### src/rtl/sparse_row_pattern_builder_macros.svh
// ----------------------------------------------------------------------------
// Sparse row pattern builder: assertion macros
// Shared concurrent assertion forms, clocked on clk and held off in reset.
// ----------------------------------------------------------------------------
`ifndef SPARSE_ROW_PATTERN_BUILDER_MACROS_SVH
`define SPARSE_ROW_PATTERN_BUILDER_MACROS_SVH

// Consequent must hold in the same cycle as the antecedent
`define SRPB_ASSERT_SAME(label, ante, cons, msg) \
  label: assert property (@(posedge clk) disable iff (rst) (ante) |-> (cons)) \
    else $error(msg);

// Consequent must hold in the cycle after the antecedent
`define SRPB_ASSERT_NEXT(label, ante, cons, msg) \
  label: assert property (@(posedge clk) disable iff (rst) (ante) |=> (cons)) \
    else $error(msg);

`endif

### src/rtl/srpb_pkg.sv
// ----------------------------------------------------------------------------
// Sparse row pattern builder: package
// Widths, word kinds, state codes and the structs passed between stages.
// ----------------------------------------------------------------------------
package srpb_pkg;

  // Row capacity and column index width
  localparam int MAX_ROW_ENTRIES = 32;
  localparam int COLUMN_BITS     = 20;

  // Derived widths: held count reaches the capacity itself
  localparam int CNT_W = $clog2(MAX_ROW_ENTRIES + 1);
  localparam int IDX_W = $clog2(MAX_ROW_ENTRIES);

  // Fixed port field widths
  localparam int OUT_COL_W   = 20;
  localparam int ROW_START_W = 27;
  localparam int ROW_COUNT_W = 6;
  localparam int IN_TDATA_W  = 24;
  localparam int OUT_TDATA_W = 56;

  // Queue between the front and the back
  localparam int QUEUE_DEPTH = 4;
  localparam int QPTR_W      = $clog2(QUEUE_DEPTH);
  localparam int QCNT_W      = $clog2(QUEUE_DEPTH + 1);

  // What a queued word asks the back to do
  typedef enum logic [1:0] {
    KIND_INSERT,
    KIND_CLOSE,
    KIND_INSERT_CLOSE
  } kind_t;

  // Back end sequencer
  typedef enum logic {
    ST_RUN,
    ST_EMIT
  } back_state_t;

  typedef struct packed {
    kind_t                  kind;
    logic [COLUMN_BITS-1:0] column;
  } q_item_t;

  typedef struct packed {
    logic [OUT_COL_W-1:0]   column;
    logic                   column_valid;
    logic [ROW_START_W-1:0] row_start;
    logic [ROW_COUNT_W-1:0] row_count;
    logic                   overflow;
    logic                   last;
  } out_word_t;

endpackage

### src/rtl/srpb_front.sv
// ----------------------------------------------------------------------------
// Sparse row pattern builder: front end
// Accepts input words, drops words that neither carry a column nor close the
// row, and hands the rest to the queue tagged with their kind.
// ----------------------------------------------------------------------------
module srpb_front (
  input  logic                            clk,
  input  logic                            rst,
  input  logic                            in_valid,
  output logic                            in_ready,
  input  logic [srpb_pkg::COLUMN_BITS-1:0] in_column,
  input  logic                            in_has_column,
  input  logic                            in_end_of_row,
  output logic                            push_valid,
  input  logic                            push_ready,
  output srpb_pkg::q_item_t               push_item
);

  logic              stage_valid;
  srpb_pkg::q_item_t stage_item;
  logic              take;
  srpb_pkg::kind_t   kind_next;

  assign in_ready = !stage_valid || push_ready;
  assign take     = in_valid && in_ready;

  // Classify the incoming word
  always_comb begin
    if (in_has_column && in_end_of_row) begin
      kind_next = srpb_pkg::KIND_INSERT_CLOSE;
    end else if (in_end_of_row) begin
      kind_next = srpb_pkg::KIND_CLOSE;
    end else begin
      kind_next = srpb_pkg::KIND_INSERT;
    end
  end

  // Hold one word until the queue takes it
  always_ff @(posedge clk) begin
    if (rst) begin
      stage_valid <= 1'b0;
    end else if (take) begin
      stage_valid <= in_has_column || in_end_of_row;
    end else if (push_ready) begin
      stage_valid <= 1'b0;
    end
  end

  always_ff @(posedge clk) begin
    if (take) begin
      stage_item.kind   <= kind_next;
      stage_item.column <= in_column;
    end
  end

  assign push_valid = stage_valid;
  assign push_item  = stage_item;

endmodule

### src/rtl/srpb_queue.sv
// ----------------------------------------------------------------------------
// Sparse row pattern builder: word queue
// Short first-in first-out buffer that lets the front and back stall apart.
// ----------------------------------------------------------------------------
`include "sparse_row_pattern_builder_macros.svh"

module srpb_queue (
  input  logic              clk,
  input  logic              rst,
  input  logic              push_valid,
  output logic              push_ready,
  input  srpb_pkg::q_item_t push_item,
  output logic              pop_valid,
  input  logic              pop_ready,
  output srpb_pkg::q_item_t pop_item
);

  srpb_pkg::q_item_t                 slots [srpb_pkg::QUEUE_DEPTH];
  logic [srpb_pkg::QPTR_W-1:0]       wr_ptr;
  logic [srpb_pkg::QPTR_W-1:0]       rd_ptr;
  logic [srpb_pkg::QCNT_W-1:0]       count;
  logic                              push;
  logic                              pop;

  assign push_ready = count != srpb_pkg::QCNT_W'(srpb_pkg::QUEUE_DEPTH);
  assign pop_valid  = count != '0;
  assign push       = push_valid && push_ready;
  assign pop        = pop_valid && pop_ready;
  assign pop_item   = slots[rd_ptr];

  // Advance pointers and occupancy
  always_ff @(posedge clk) begin
    if (rst) begin
      wr_ptr <= '0;
      rd_ptr <= '0;
      count  <= '0;
    end else begin
      if (push) begin
        wr_ptr <= wr_ptr + srpb_pkg::QPTR_W'(1);
      end
      if (pop) begin
        rd_ptr <= rd_ptr + srpb_pkg::QPTR_W'(1);
      end
      if (push && !pop) begin
        count <= count + srpb_pkg::QCNT_W'(1);
      end else if (pop && !push) begin
        count <= count - srpb_pkg::QCNT_W'(1);
      end
    end
  end

  // Store the pushed word
  always_ff @(posedge clk) begin
    if (push) begin
      slots[wr_ptr] <= push_item;
    end
  end

  `SRPB_ASSERT_SAME(a_queue_count_range, 1'b1, count <= srpb_pkg::QCNT_W'(srpb_pkg::QUEUE_DEPTH), "queue occupancy beyond depth")

endmodule

### src/rtl/srpb_back.sv
// ----------------------------------------------------------------------------
// Sparse row pattern builder: back end
// Row of compare-insert cells that keeps the row's distinct columns sorted,
// and a sequencer that drains a closed row into the output register.
// ----------------------------------------------------------------------------
`include "sparse_row_pattern_builder_macros.svh"

module srpb_back (
  input  logic                clk,
  input  logic                rst,
  input  logic                pop_valid,
  output logic                pop_ready,
  input  srpb_pkg::q_item_t   pop_item,
  output logic                out_valid,
  input  logic                out_ready,
  output srpb_pkg::out_word_t out_word
);

  localparam int MAX = srpb_pkg::MAX_ROW_ENTRIES;
  localparam int CW  = srpb_pkg::COLUMN_BITS;

  logic [CW-1:0]                        cells [MAX];
  logic [MAX-1:0]                       lt;
  logic [MAX-1:0]                       eq;
  logic [srpb_pkg::CNT_W-1:0]           held_count;
  logic [srpb_pkg::ROW_START_W-1:0]     next_row_start;
  logic                                 dropped_flag;
  logic [srpb_pkg::IDX_W-1:0]           emit_idx;
  srpb_pkg::back_state_t                state;
  srpb_pkg::back_state_t                state_next;
  logic                                 pop;
  logic                                 want_ins;
  logic                                 want_close;
  logic                                 dup;
  logic                                 full;
  logic                                 ins_ok;
  logic                                 out_free;
  logic                                 emit_load;
  logic                                 emit_last;

  // Classify the word at the head of the queue
  assign want_ins   = pop_item.kind == srpb_pkg::KIND_INSERT
                   || pop_item.kind == srpb_pkg::KIND_INSERT_CLOSE;
  assign want_close = pop_item.kind == srpb_pkg::KIND_CLOSE
                   || pop_item.kind == srpb_pkg::KIND_INSERT_CLOSE;

  // Compare the candidate against every held cell
  always_comb begin
    for (int i = 0; i < MAX; i++) begin
      lt[i] = (srpb_pkg::CNT_W'(i) < held_count) && (cells[i] < pop_item.column);
      eq[i] = (srpb_pkg::CNT_W'(i) < held_count) && (cells[i] == pop_item.column);
    end
  end

  assign dup    = |eq;
  assign full   = held_count == srpb_pkg::CNT_W'(MAX);
  assign ins_ok = pop && want_ins && !dup && !full;

  // Each cell keeps its value, takes the candidate or takes its left neighbour
  for (genvar g = 0; g < MAX; g++) begin : g_cell
    if (g == 0) begin : g_head
      always_ff @(posedge clk) begin
        if (ins_ok && !lt[g]) begin
          cells[g] <= pop_item.column;
        end
      end
    end else begin : g_body
      always_ff @(posedge clk) begin
        if (ins_ok && !lt[g]) begin
          cells[g] <= lt[g-1] ? pop_item.column : cells[g-1];
        end
      end
    end
  end

  // Output register frees when empty or being taken
  assign out_free  = !out_valid || out_ready;
  assign emit_last = (held_count == '0)
                  || (srpb_pkg::CNT_W'(emit_idx) + srpb_pkg::CNT_W'(1) == held_count);

  // Sequencer: take words, or drain a closed row
  always_comb begin
    state_next = state;
    pop_ready  = 1'b0;
    emit_load  = 1'b0;
    unique case (state)
      srpb_pkg::ST_RUN: begin
        pop_ready = 1'b1;
        if (pop_valid && want_close) begin
          state_next = srpb_pkg::ST_EMIT;
        end
      end
      srpb_pkg::ST_EMIT: begin
        emit_load = out_free;
        if (out_free && emit_last) begin
          state_next = srpb_pkg::ST_RUN;
        end
      end
      default: begin
        state_next = srpb_pkg::ST_RUN;
      end
    endcase
  end

  assign pop = pop_valid && pop_ready;

  always_ff @(posedge clk) begin
    if (rst) begin
      state <= srpb_pkg::ST_RUN;
    end else begin
      state <= state_next;
    end
  end

  // Row bookkeeping: count, overflow, start pointer and drain index
  always_ff @(posedge clk) begin
    if (rst) begin
      held_count     <= '0;
      next_row_start <= srpb_pkg::ROW_START_W'(1);
      dropped_flag   <= 1'b0;
      emit_idx       <= '0;
    end else if (emit_load) begin
      if (emit_last) begin
        next_row_start <= next_row_start + srpb_pkg::ROW_START_W'(held_count);
        held_count     <= '0;
        dropped_flag   <= 1'b0;
        emit_idx       <= '0;
      end else begin
        emit_idx <= emit_idx + srpb_pkg::IDX_W'(1);
      end
    end else if (ins_ok) begin
      held_count <= held_count + srpb_pkg::CNT_W'(1);
    end else if (pop && want_ins && !dup && full) begin
      dropped_flag <= 1'b1;
    end
  end

  // Output register
  always_ff @(posedge clk) begin
    if (rst) begin
      out_valid <= 1'b0;
    end else if (emit_load) begin
      out_valid <= 1'b1;
    end else if (out_ready) begin
      out_valid <= 1'b0;
    end
  end

  always_ff @(posedge clk) begin
    if (emit_load) begin
      out_word.column       <= (held_count == '0) ? '0
                                : srpb_pkg::OUT_COL_W'(cells[emit_idx]);
      out_word.column_valid <= held_count != '0;
      out_word.row_start    <= next_row_start;
      out_word.row_count    <= srpb_pkg::ROW_COUNT_W'(held_count);
      out_word.overflow     <= dropped_flag;
      out_word.last         <= emit_last;
    end
  end

  `SRPB_ASSERT_SAME(a_held_in_range, 1'b1, held_count <= srpb_pkg::CNT_W'(MAX), "held count beyond row capacity")
  `SRPB_ASSERT_SAME(a_no_pop_in_drain, state == srpb_pkg::ST_EMIT, !pop, "word taken while a row drains")
  `SRPB_ASSERT_NEXT(a_row_clears, emit_load && emit_last, held_count == '0 && !dropped_flag, "row state not cleared after final word")

endmodule

### src/rtl/sparse_row_pattern_builder.sv
// ----------------------------------------------------------------------------
// Sparse row pattern builder: top level
// Collects candidate columns of one row into a sorted duplicate-free set and
// emits the row in ascending order with its start offset, count and overflow.
//
//   Channel  Dir  tdata (low bit up)                         tuser         tlast
//   s_axis   in   column[19:0], zero pad to 24               has_column    end_of_row
//   m_axis   out  out_column[19:0], row_start[46:20],        column_valid  last
//                 row_count[52:47], overflow[53], pad to 56
//
// A column word is taken straight into the compare-insert cells.
// A closing word starts a drain of the row through the output register, one
// word per distinct column or a single word for an empty row; the back takes
// no word during the drain while the front keeps filling a four-word queue.
// Input words reach the back through the front register and the queue.
// Reset is synchronous; the column store needs no clearing pass.
// ----------------------------------------------------------------------------
module sparse_row_pattern_builder (
  input  logic                                clk,
  input  logic                                rst,
  input  logic                                s_tvalid,
  output logic                                s_tready,
  input  logic [srpb_pkg::IN_TDATA_W-1:0]     s_tdata,   // column[19:0], pad
  input  logic                                s_tuser,   // has_column
  input  logic                                s_tlast,   // end_of_row
  output logic                                m_tvalid,
  input  logic                                m_tready,
  output logic [srpb_pkg::OUT_TDATA_W-1:0]    m_tdata,   // out_column, row_start,
                                                         // row_count, overflow, pad
  output logic                                m_tuser,   // column_valid
  output logic                                m_tlast    // last
);

  logic                push_valid;
  logic                push_ready;
  srpb_pkg::q_item_t   push_item;
  logic                pop_valid;
  logic                pop_ready;
  srpb_pkg::q_item_t   pop_item;
  srpb_pkg::out_word_t out_word;

  srpb_front u_front (
    .clk           (clk),
    .rst           (rst),
    .in_valid      (s_tvalid),
    .in_ready      (s_tready),
    .in_column     (s_tdata[srpb_pkg::COLUMN_BITS-1:0]),
    .in_has_column (s_tuser),
    .in_end_of_row (s_tlast),
    .push_valid    (push_valid),
    .push_ready    (push_ready),
    .push_item     (push_item)
  );

  srpb_queue u_queue (
    .clk        (clk),
    .rst        (rst),
    .push_valid (push_valid),
    .push_ready (push_ready),
    .push_item  (push_item),
    .pop_valid  (pop_valid),
    .pop_ready  (pop_ready),
    .pop_item   (pop_item)
  );

  srpb_back u_back (
    .clk       (clk),
    .rst       (rst),
    .pop_valid (pop_valid),
    .pop_ready (pop_ready),
    .pop_item  (pop_item),
    .out_valid (m_tvalid),
    .out_ready (m_tready),
    .out_word  (out_word)
  );

  // Pack the result word onto the stream
  assign m_tdata = {2'b00, out_word.overflow, out_word.row_count,
                    out_word.row_start, out_word.column};
  assign m_tuser = out_word.column_valid;
  assign m_tlast = out_word.last;

endmodule
### config.mk
export PLATFORM = sky130hd
export DESIGN_NAME = sparse_row_pattern_builder
export DESIGN_NICKNAME = d
export VERILOG_FILES = /design/src/rtl/srpb_pkg.sv /design/src/rtl/srpb_front.sv /design/src/rtl/srpb_queue.sv /design/src/rtl/srpb_back.sv /design/src/rtl/sparse_row_pattern_builder.sv
export VERILOG_INCLUDE_DIRS = /design/src /design/src/rtl
export SDC_FILE = /design/constraint.sdc
export NUM_CORES = 2
export LEC_CHECK = 0
export ABC_CLOCK_PERIOD_IN_PS = 5550
export BUFFER_PORTS_ARGS = -buffer_cell sky130_fd_sc_hd__clkbuf_2
export CORE_ASPECT_RATIO = 0.7
export CORE_UTILIZATION = 58
export CTS_CLUSTER_DIAMETER = 60
export DETAILED_ROUTE_END_ITERATION = 10
export PLACE_DENSITY_LB_ADDON = 0.15
export SYNTH_ARGS = -nofsm -noshare
export SYNTH_HDL_FRONTEND = slang
export SYNTH_SLANG_ARGS = --single-unit
export TNS_END_PERCENT = 100
### constraint.sdc
create_clock -name clk -period 5.55 [get_ports clk]
set_clock_uncertainty 0.2 [all_clocks]
set_input_delay 1.11 -clock clk [delete_from_list [all_inputs] [get_ports clk]]
set_output_delay 1.11 -clock clk [all_outputs]
set_load 0.02 [all_outputs]
## After elaboration in Yosys (flattened, before gate mapping)

Memories as Yosys holds them, arrays and structs flattened. A register that Yosys moved wholly into a read port is not among the register bits.
Index checks and enable logic that the tools add are counted.
W data, S select, Z words.

| operators by class | value |
|---|---|
| add/subtract/negate cells | 8 |
| multipliers | 0 |
| div/mod/pow operators | 0 |
| order comparisons | 64 |
| equality and inequality tests | 39 |
| shift-type cells | 0 |
| multiplexer cells | 119 |
| bitwise operators | 1 |
| reductions and logical operators | 165 |

Operator list:

| kind | number |
|---|---|
| $eq A20 B20 Y1 | 32 |
| $lt A20 B20 Y1 | 32 |
| $mux W20 | 31 |
| $logic_and A1 B1 Y1 | 108 |
| $lt A5 B6 Y1 const A | 16 |
| $mux W1 | 79 |
| $lt A4 B6 Y1 const A | 8 |
| $logic_not A1 Y1 | 38 |
| $reduce_or A32 Y1 | 1 |
| $add A27 B6 Y27 | 1 |
| $lt A3 B6 Y1 const A | 4 |
| $mux W6 | 3 |
| $lt A1 B6 Y1 const A | 2 |
| $lt A2 B6 Y1 const A | 2 |
| $reduce_bool A2 Y1 | 5 |
| $add A5 B1 Y6 const B | 1 |
| $add A6 B1 Y6 const B | 1 |
| $eq A6 B6 Y1 | 1 |
| $eq A6 B6 Y1 const B | 1 |
| $logic_not A6 Y1 | 1 |
| $logic_or A1 B1 Y1 | 6 |
| $mux W3 | 2 |
| $reduce_bool A6 Y1 | 1 |
| $add A5 B1 Y5 const B | 1 |
| other kinds (15) | 19 |

| word-level totals | value |
|---|---|
| register bits after elaboration | 107 |
| bits in latches | 0 |
| memory bits (writable) | 728 |
| bits in read-only memories | 0 |
| input bits | 30 |
| output and inout port bits | 60 |
| logic and storage cells | 415 |
| memories kept | 2 |

Memories:

| name | words | bits a word | rd ports | clocked after Yosys merged registers in | wr ports | line | source |
|---|---|---|---|---|---|---|---|
| u_back.cells | 32 | 20 | 33 | 1 | 32 | srpb_back.sv:22 | `logic [CW-1:0] cells [MAX];` |
| u_queue.slots | 4 | 22 | 1 | 1 | 1 | srpb_queue.sv:18 | `srpb_pkg::q_item_t slots [srpb_pkg::QUEUE_DEPTH];` |

## Longest topological paths before layout

An unclocked memory read counts as a cell.

| logic depth | value |
|---|---|
| depth after elaboration | 10 |
| gate-level depth with buffers | 13 |
| mapped depth without buffers | 10 |

## By module

Synthesis repeated with hierarchy kept, for this count alone.

| second synthesis, totals | value |
|---|---|
| cells, all modules | 4004 |
| area, all modules | 54561.1 um2 |

Modules (own cells, without submodules):

| module | times used | cells an instance | area an instance (um2) |
|---|---|---|---|
| srpb_back | 1 | 3810 | 50158.1 |
| srpb_queue | 1 | 162 | 3658.5 |
| srpb_front | 1 | 29 | 725.7 |
| sparse_row_pattern_builder | 1 | 3 | 18.8 |

## Worst setup path after synthesis

OpenSTA, ideal clock, no wires.

| timing path | value |
|---|---|
| kind | register to register |
| start point | reg (tool-made name) |
| end point | mem u_back.cells[10][0] (netlist name), enable pin |
| setup time | 0.397 ns |
| arrival | 4.625 ns |
| setup slack | 0.328 ns |
| stages on the path, launching flop included | 14 |
| buffers on the path | 3 |
| cell sequence | dfxtp_1 buf_2 mux4_2 inv_1 ha_1 and4_1 clkbuf_1 and3_1 a32oi_1 nand4_1 nor4_4 nand2_2 buf_2 nor2_1 |

RTL lines:

| item | line |
|---|---|
| end, declared | srpb_back.sv:22 |

==> flow_summary.ini <==
[run_status]
status = finished with violations
violations = setup timing

[floorplan]
ios = 90
die_h_um = 262
rows = 94
dieArea_sq_um = 97500
chipWidth_um = 373
start_util = 0.589
fp.coreArea_sq_um = 94700

[worst_setup_path]
cp_max_fo = 22
rr_worst_depth = 14
cp.required_ns = 5.76
cp.arrival_ns = 5.85
path_cells = buf_12, mux4_2, inv_2, buf_4, ha_1, nand4_1, nor4_1, a22oi_1, nand4_1, nor4_4, nand2_2, buf_12, a21oi_2, buf_4
cp_num_cells = 14
max_stage_delay_ns = 0.76
critPathTopFamily = buffers and inverters
critPathLaunchType = flop
critical_path_buf_inv_count = 5
end_kind = flop
cp_slowest_cell = a21oi_2
reg2reg_slack_ns = -0.09
worstSetupPathType = flop to flop

[job]
cap_violations = 0

[min_path]
hold_depth = 0
hold_class = flop to flop

[power_and_ir_drop]
seqPwrFrac = 0.349
clockPowerShare = 0.176
pwr-share-comb = 0.475
p_per_area_nw_per_um2 = 591
power.switching_uw = 15900
peakVddDrop_uv = 389
total_power_uw = 36700
leakagePower_uw = 0.0231
internal-power_uw = 20800
p_sw_frac = 0.433

[clock_tree]
cts_root_buffer = clkbuf_16
cts_buffers = 88
h-tree-depth = 3
clk_pin_slew_ns = 0.07
cts_tree = built
cts_sinks = 857
clk_latency_ns = 0.73
cts_buffer_depth = 3
hold_buffers = 0

[timing]
setup_viol = 33
worstMarginPinSlew_ns = 1.27
slew_viol_final = 0
slew_headroom = 0.152
fmax_ghz = 0.177
hold_viol = 0
fin_crit_sh = 1.02
rsz0062_at_grt = true
whs_ns = 0.260
fin_ws_ns = -0.0896
min_period_ns = 5.64

[logic_synthesis]
async_flop_share = 0
synth_flop_cell = edfxtp_1
synth.distinct_cells = 68
synth_area_sq_um = 55800
synth-edff-count = 806
synth_cells = 4181
synth_warnings = 0
syn_avg_cell_area_sq_um = 13.3
synth_seq_cells = 857
synth_seq_area_share = 0.452

[detailed_routing]
drc = 0
wire_per_inst_um = 34.3
detail-route-antenna-nets = 0
drtIter0Drc = 6219
drt-total-wl_mm = 193
dr.pass1.iters = 6
vias_per_cell = 7.25
num_vias = 40800

[placement]
place_congestion = 0.996
portBuffers = 83
dpl.hpwl_mm = 141
pre_cts_slack_ns = 0.0138

[global_route]
antenna_found_initial = 19
grt_pass1_vias = 37800
track_usage = 0.396
grt_max_degree = 62
grt_pass1_wl_mm = 276
overflow = 0

[final_layout]
nFillCells = 6873
final-seq-area_sq_um = 25200
area_growth_pct = 11.2
drive_above_1_share = 0.292
final_common_cell = edfxtp_1
fin_nets = 4986
layout_common_cells = 806 x edfxtp_1, 654 x ha_1, 561 x mux2_2
multi_input_area_sq_um = 29500
## layer usage
metal	GRT usage	vias to the layer above	wire length, um	part of all wire
li1	-	17200	-	-
met1	0.598	20400	81300	0.42
met3	0.165	360	32300	0.17
met2	0.511	2845	73300	0.38
met5	0	-	129	0.00067
met4	0.109	16	5760	0.030
## path summary, 6_finish.rpt
kind                  startpoint                   end
max reg2reg                 flop  u_back.cells[31][13]
min reg2reg  u_back.dropped_flag    u_back.out_word[1]
max                         flop  u_back.cells[31][13]
min          u_back.dropped_flag    u_back.out_word[1]
## worst register-to-register path, cell delays in order (launching register included)
cell	delay [ns]
dfxtp_1	0.36
buf_12	0.22
mux4_2	0.62
inv_2	0.39
buf_4	0.35
ha_1	0.31
nand4_1	0.12
nor4_1	0.13
a22oi_1	0.31
nand4_1	0.37
nor4_4	0.50
nand2_2	0.13
buf_12	0.20
a21oi_2	0.80
buf_4	0.31
## cells by family (layout without fill, tap and decap cells)
| logic type | count (synthesis) | count (layout) | synth area share |
|---|---|---|---|
| compound gates | 748 | 748 | 0.0918 |
| buf+inv | 342 | 535 | 0.0244 |
| simple gates | 718 | 718 | 0.0684 |
| fa+ha+maj | 656 | 656 | 0.147 |
| other cells | 1 | 4 | 0.0000672 |
| xor+xnor | 20 | 20 | 0.00314 |
| flops | 857 | 857 | 0.452 |
| mux | 839 | 839 | 0.213 |
## area by class of cell
| class | instances | area share |
|---|---|---|
| Inverter | 91 | 0.00551 |
| Multi-Input combinational cell | 2983 | 0.475 |
| Timing Repair Buffer | 279 | 0.0379 |
| Sequential cell | 857 | 0.407 |
| Clock inverter | 60 | 0.0123 |
| Tap cell | 1248 | 0.0252 |
| Clock buffer | 105 | 0.0370 |
| Antenna cell | 2 | 0.0000807 |
## timing repair
item | CTS | global route
resized for setup | 0 | 7
setup endpoints to repair | 0 | 187
buffers inserted | 0 | 0
## power groups by stage
stage / clock, uW / sequential (uW) / combinational (uW)
global route: 6690 / 12900 / 18700
global placement: 0 / 12700 / 16300
CTS: 6490 / 12600 / 16900
floorplan: 0 / 11700 / 10400
detailed placement: 0 / 12700 / 16800
finish: 6470 / 12800 / 17400
## per-stage QoR
step                TNS, ns  cells  utilization  area, sq um
global route          -4.88   5623        0.655        62000
CTS                       0   5623        0.655        62000
global placement          0   5458        0.623        59000
finish                -2.41   5625        0.655        62000
floorplan                 0   4182            -        55800
detailed placement        0   5458        0.623        59000
## registers in the layout, summed over array words and instances (netlist names), 2 cells and up, named ones only
name / count
u_back.cells: 640
u_queue.count: 3
u_back.held_count: 6
u_queue.rd_ptr: 2
u_queue.slots: 88
u_back.next_row_start: 27
u_queue.wr_ptr: 2
u_front.push_item: 22
u_back.emit_idx: 5
u_back.out_word: 56
## Yosys cell counts (8+ instances only)
| cell | number | area share |
|---|---|---|
| edfxtp_1 | 806 | 0.43 |
| ha_1 | 654 | 0.15 |
| mux2_2 | 561 | 0.11 |
| mux4_2 | 222 | 0.090 |
| clkbuf_1 | 184 | 0.012 |
| nand4_1 | 173 | 0.019 |
| a21oi_1 | 164 | 0.015 |
| nor2_1 | 158 | 0.011 |
| a21o_1 | 147 | 0.020 |
| o21ai_0 | 108 | 0.0097 |
| inv_1 | 90 | 0.0061 |
| nand2_1 | 86 | 0.0058 |
| nor2b_1 | 75 | 0.0084 |
| o21a_1 | 70 | 0.0094 |
| mux2i_1 | 56 | 0.010 |
| nor3_1 | 55 | 0.0049 |
| buf_2 | 52 | 0.0047 |
| nand3_1 | 52 | 0.0047 |
| dfxtp_1 | 51 | 0.018 |
| o211ai_1 | 39 | 0.0052 |
| and2_1 | 31 | 0.0035 |
| a211o_1 | 30 | 0.0047 |
| a2111oi_0 | 27 | 0.0042 |
| o31ai_1 | 27 | 0.0036 |
| a31oi_1 | 22 | 0.0025 |
| nor4_1 | 22 | 0.0025 |
| a211oi_1 | 21 | 0.0028 |
| a221o_1 | 20 | 0.0036 |
| nand2b_1 | 15 | 0.0017 |
| o2111ai_1 | 15 | 0.0024 |
| buf_1 | 12 | 0.00081 |
| xnor2_1 | 12 | 0.0019 |
| a311oi_1 | 11 | 0.0017 |
| or3_1 | 10 | 0.0011 |
| and3_1 | 9 | 0.0010 |
| and4_1 | 9 | 0.0014 |
| a32oi_1 | 8 | 0.0013 |
| o211a_1 | 8 | 0.0014 |
| xor2_1 | 8 | 0.0013 |
No activity file was read; power rests on OpenSTA's default activity.
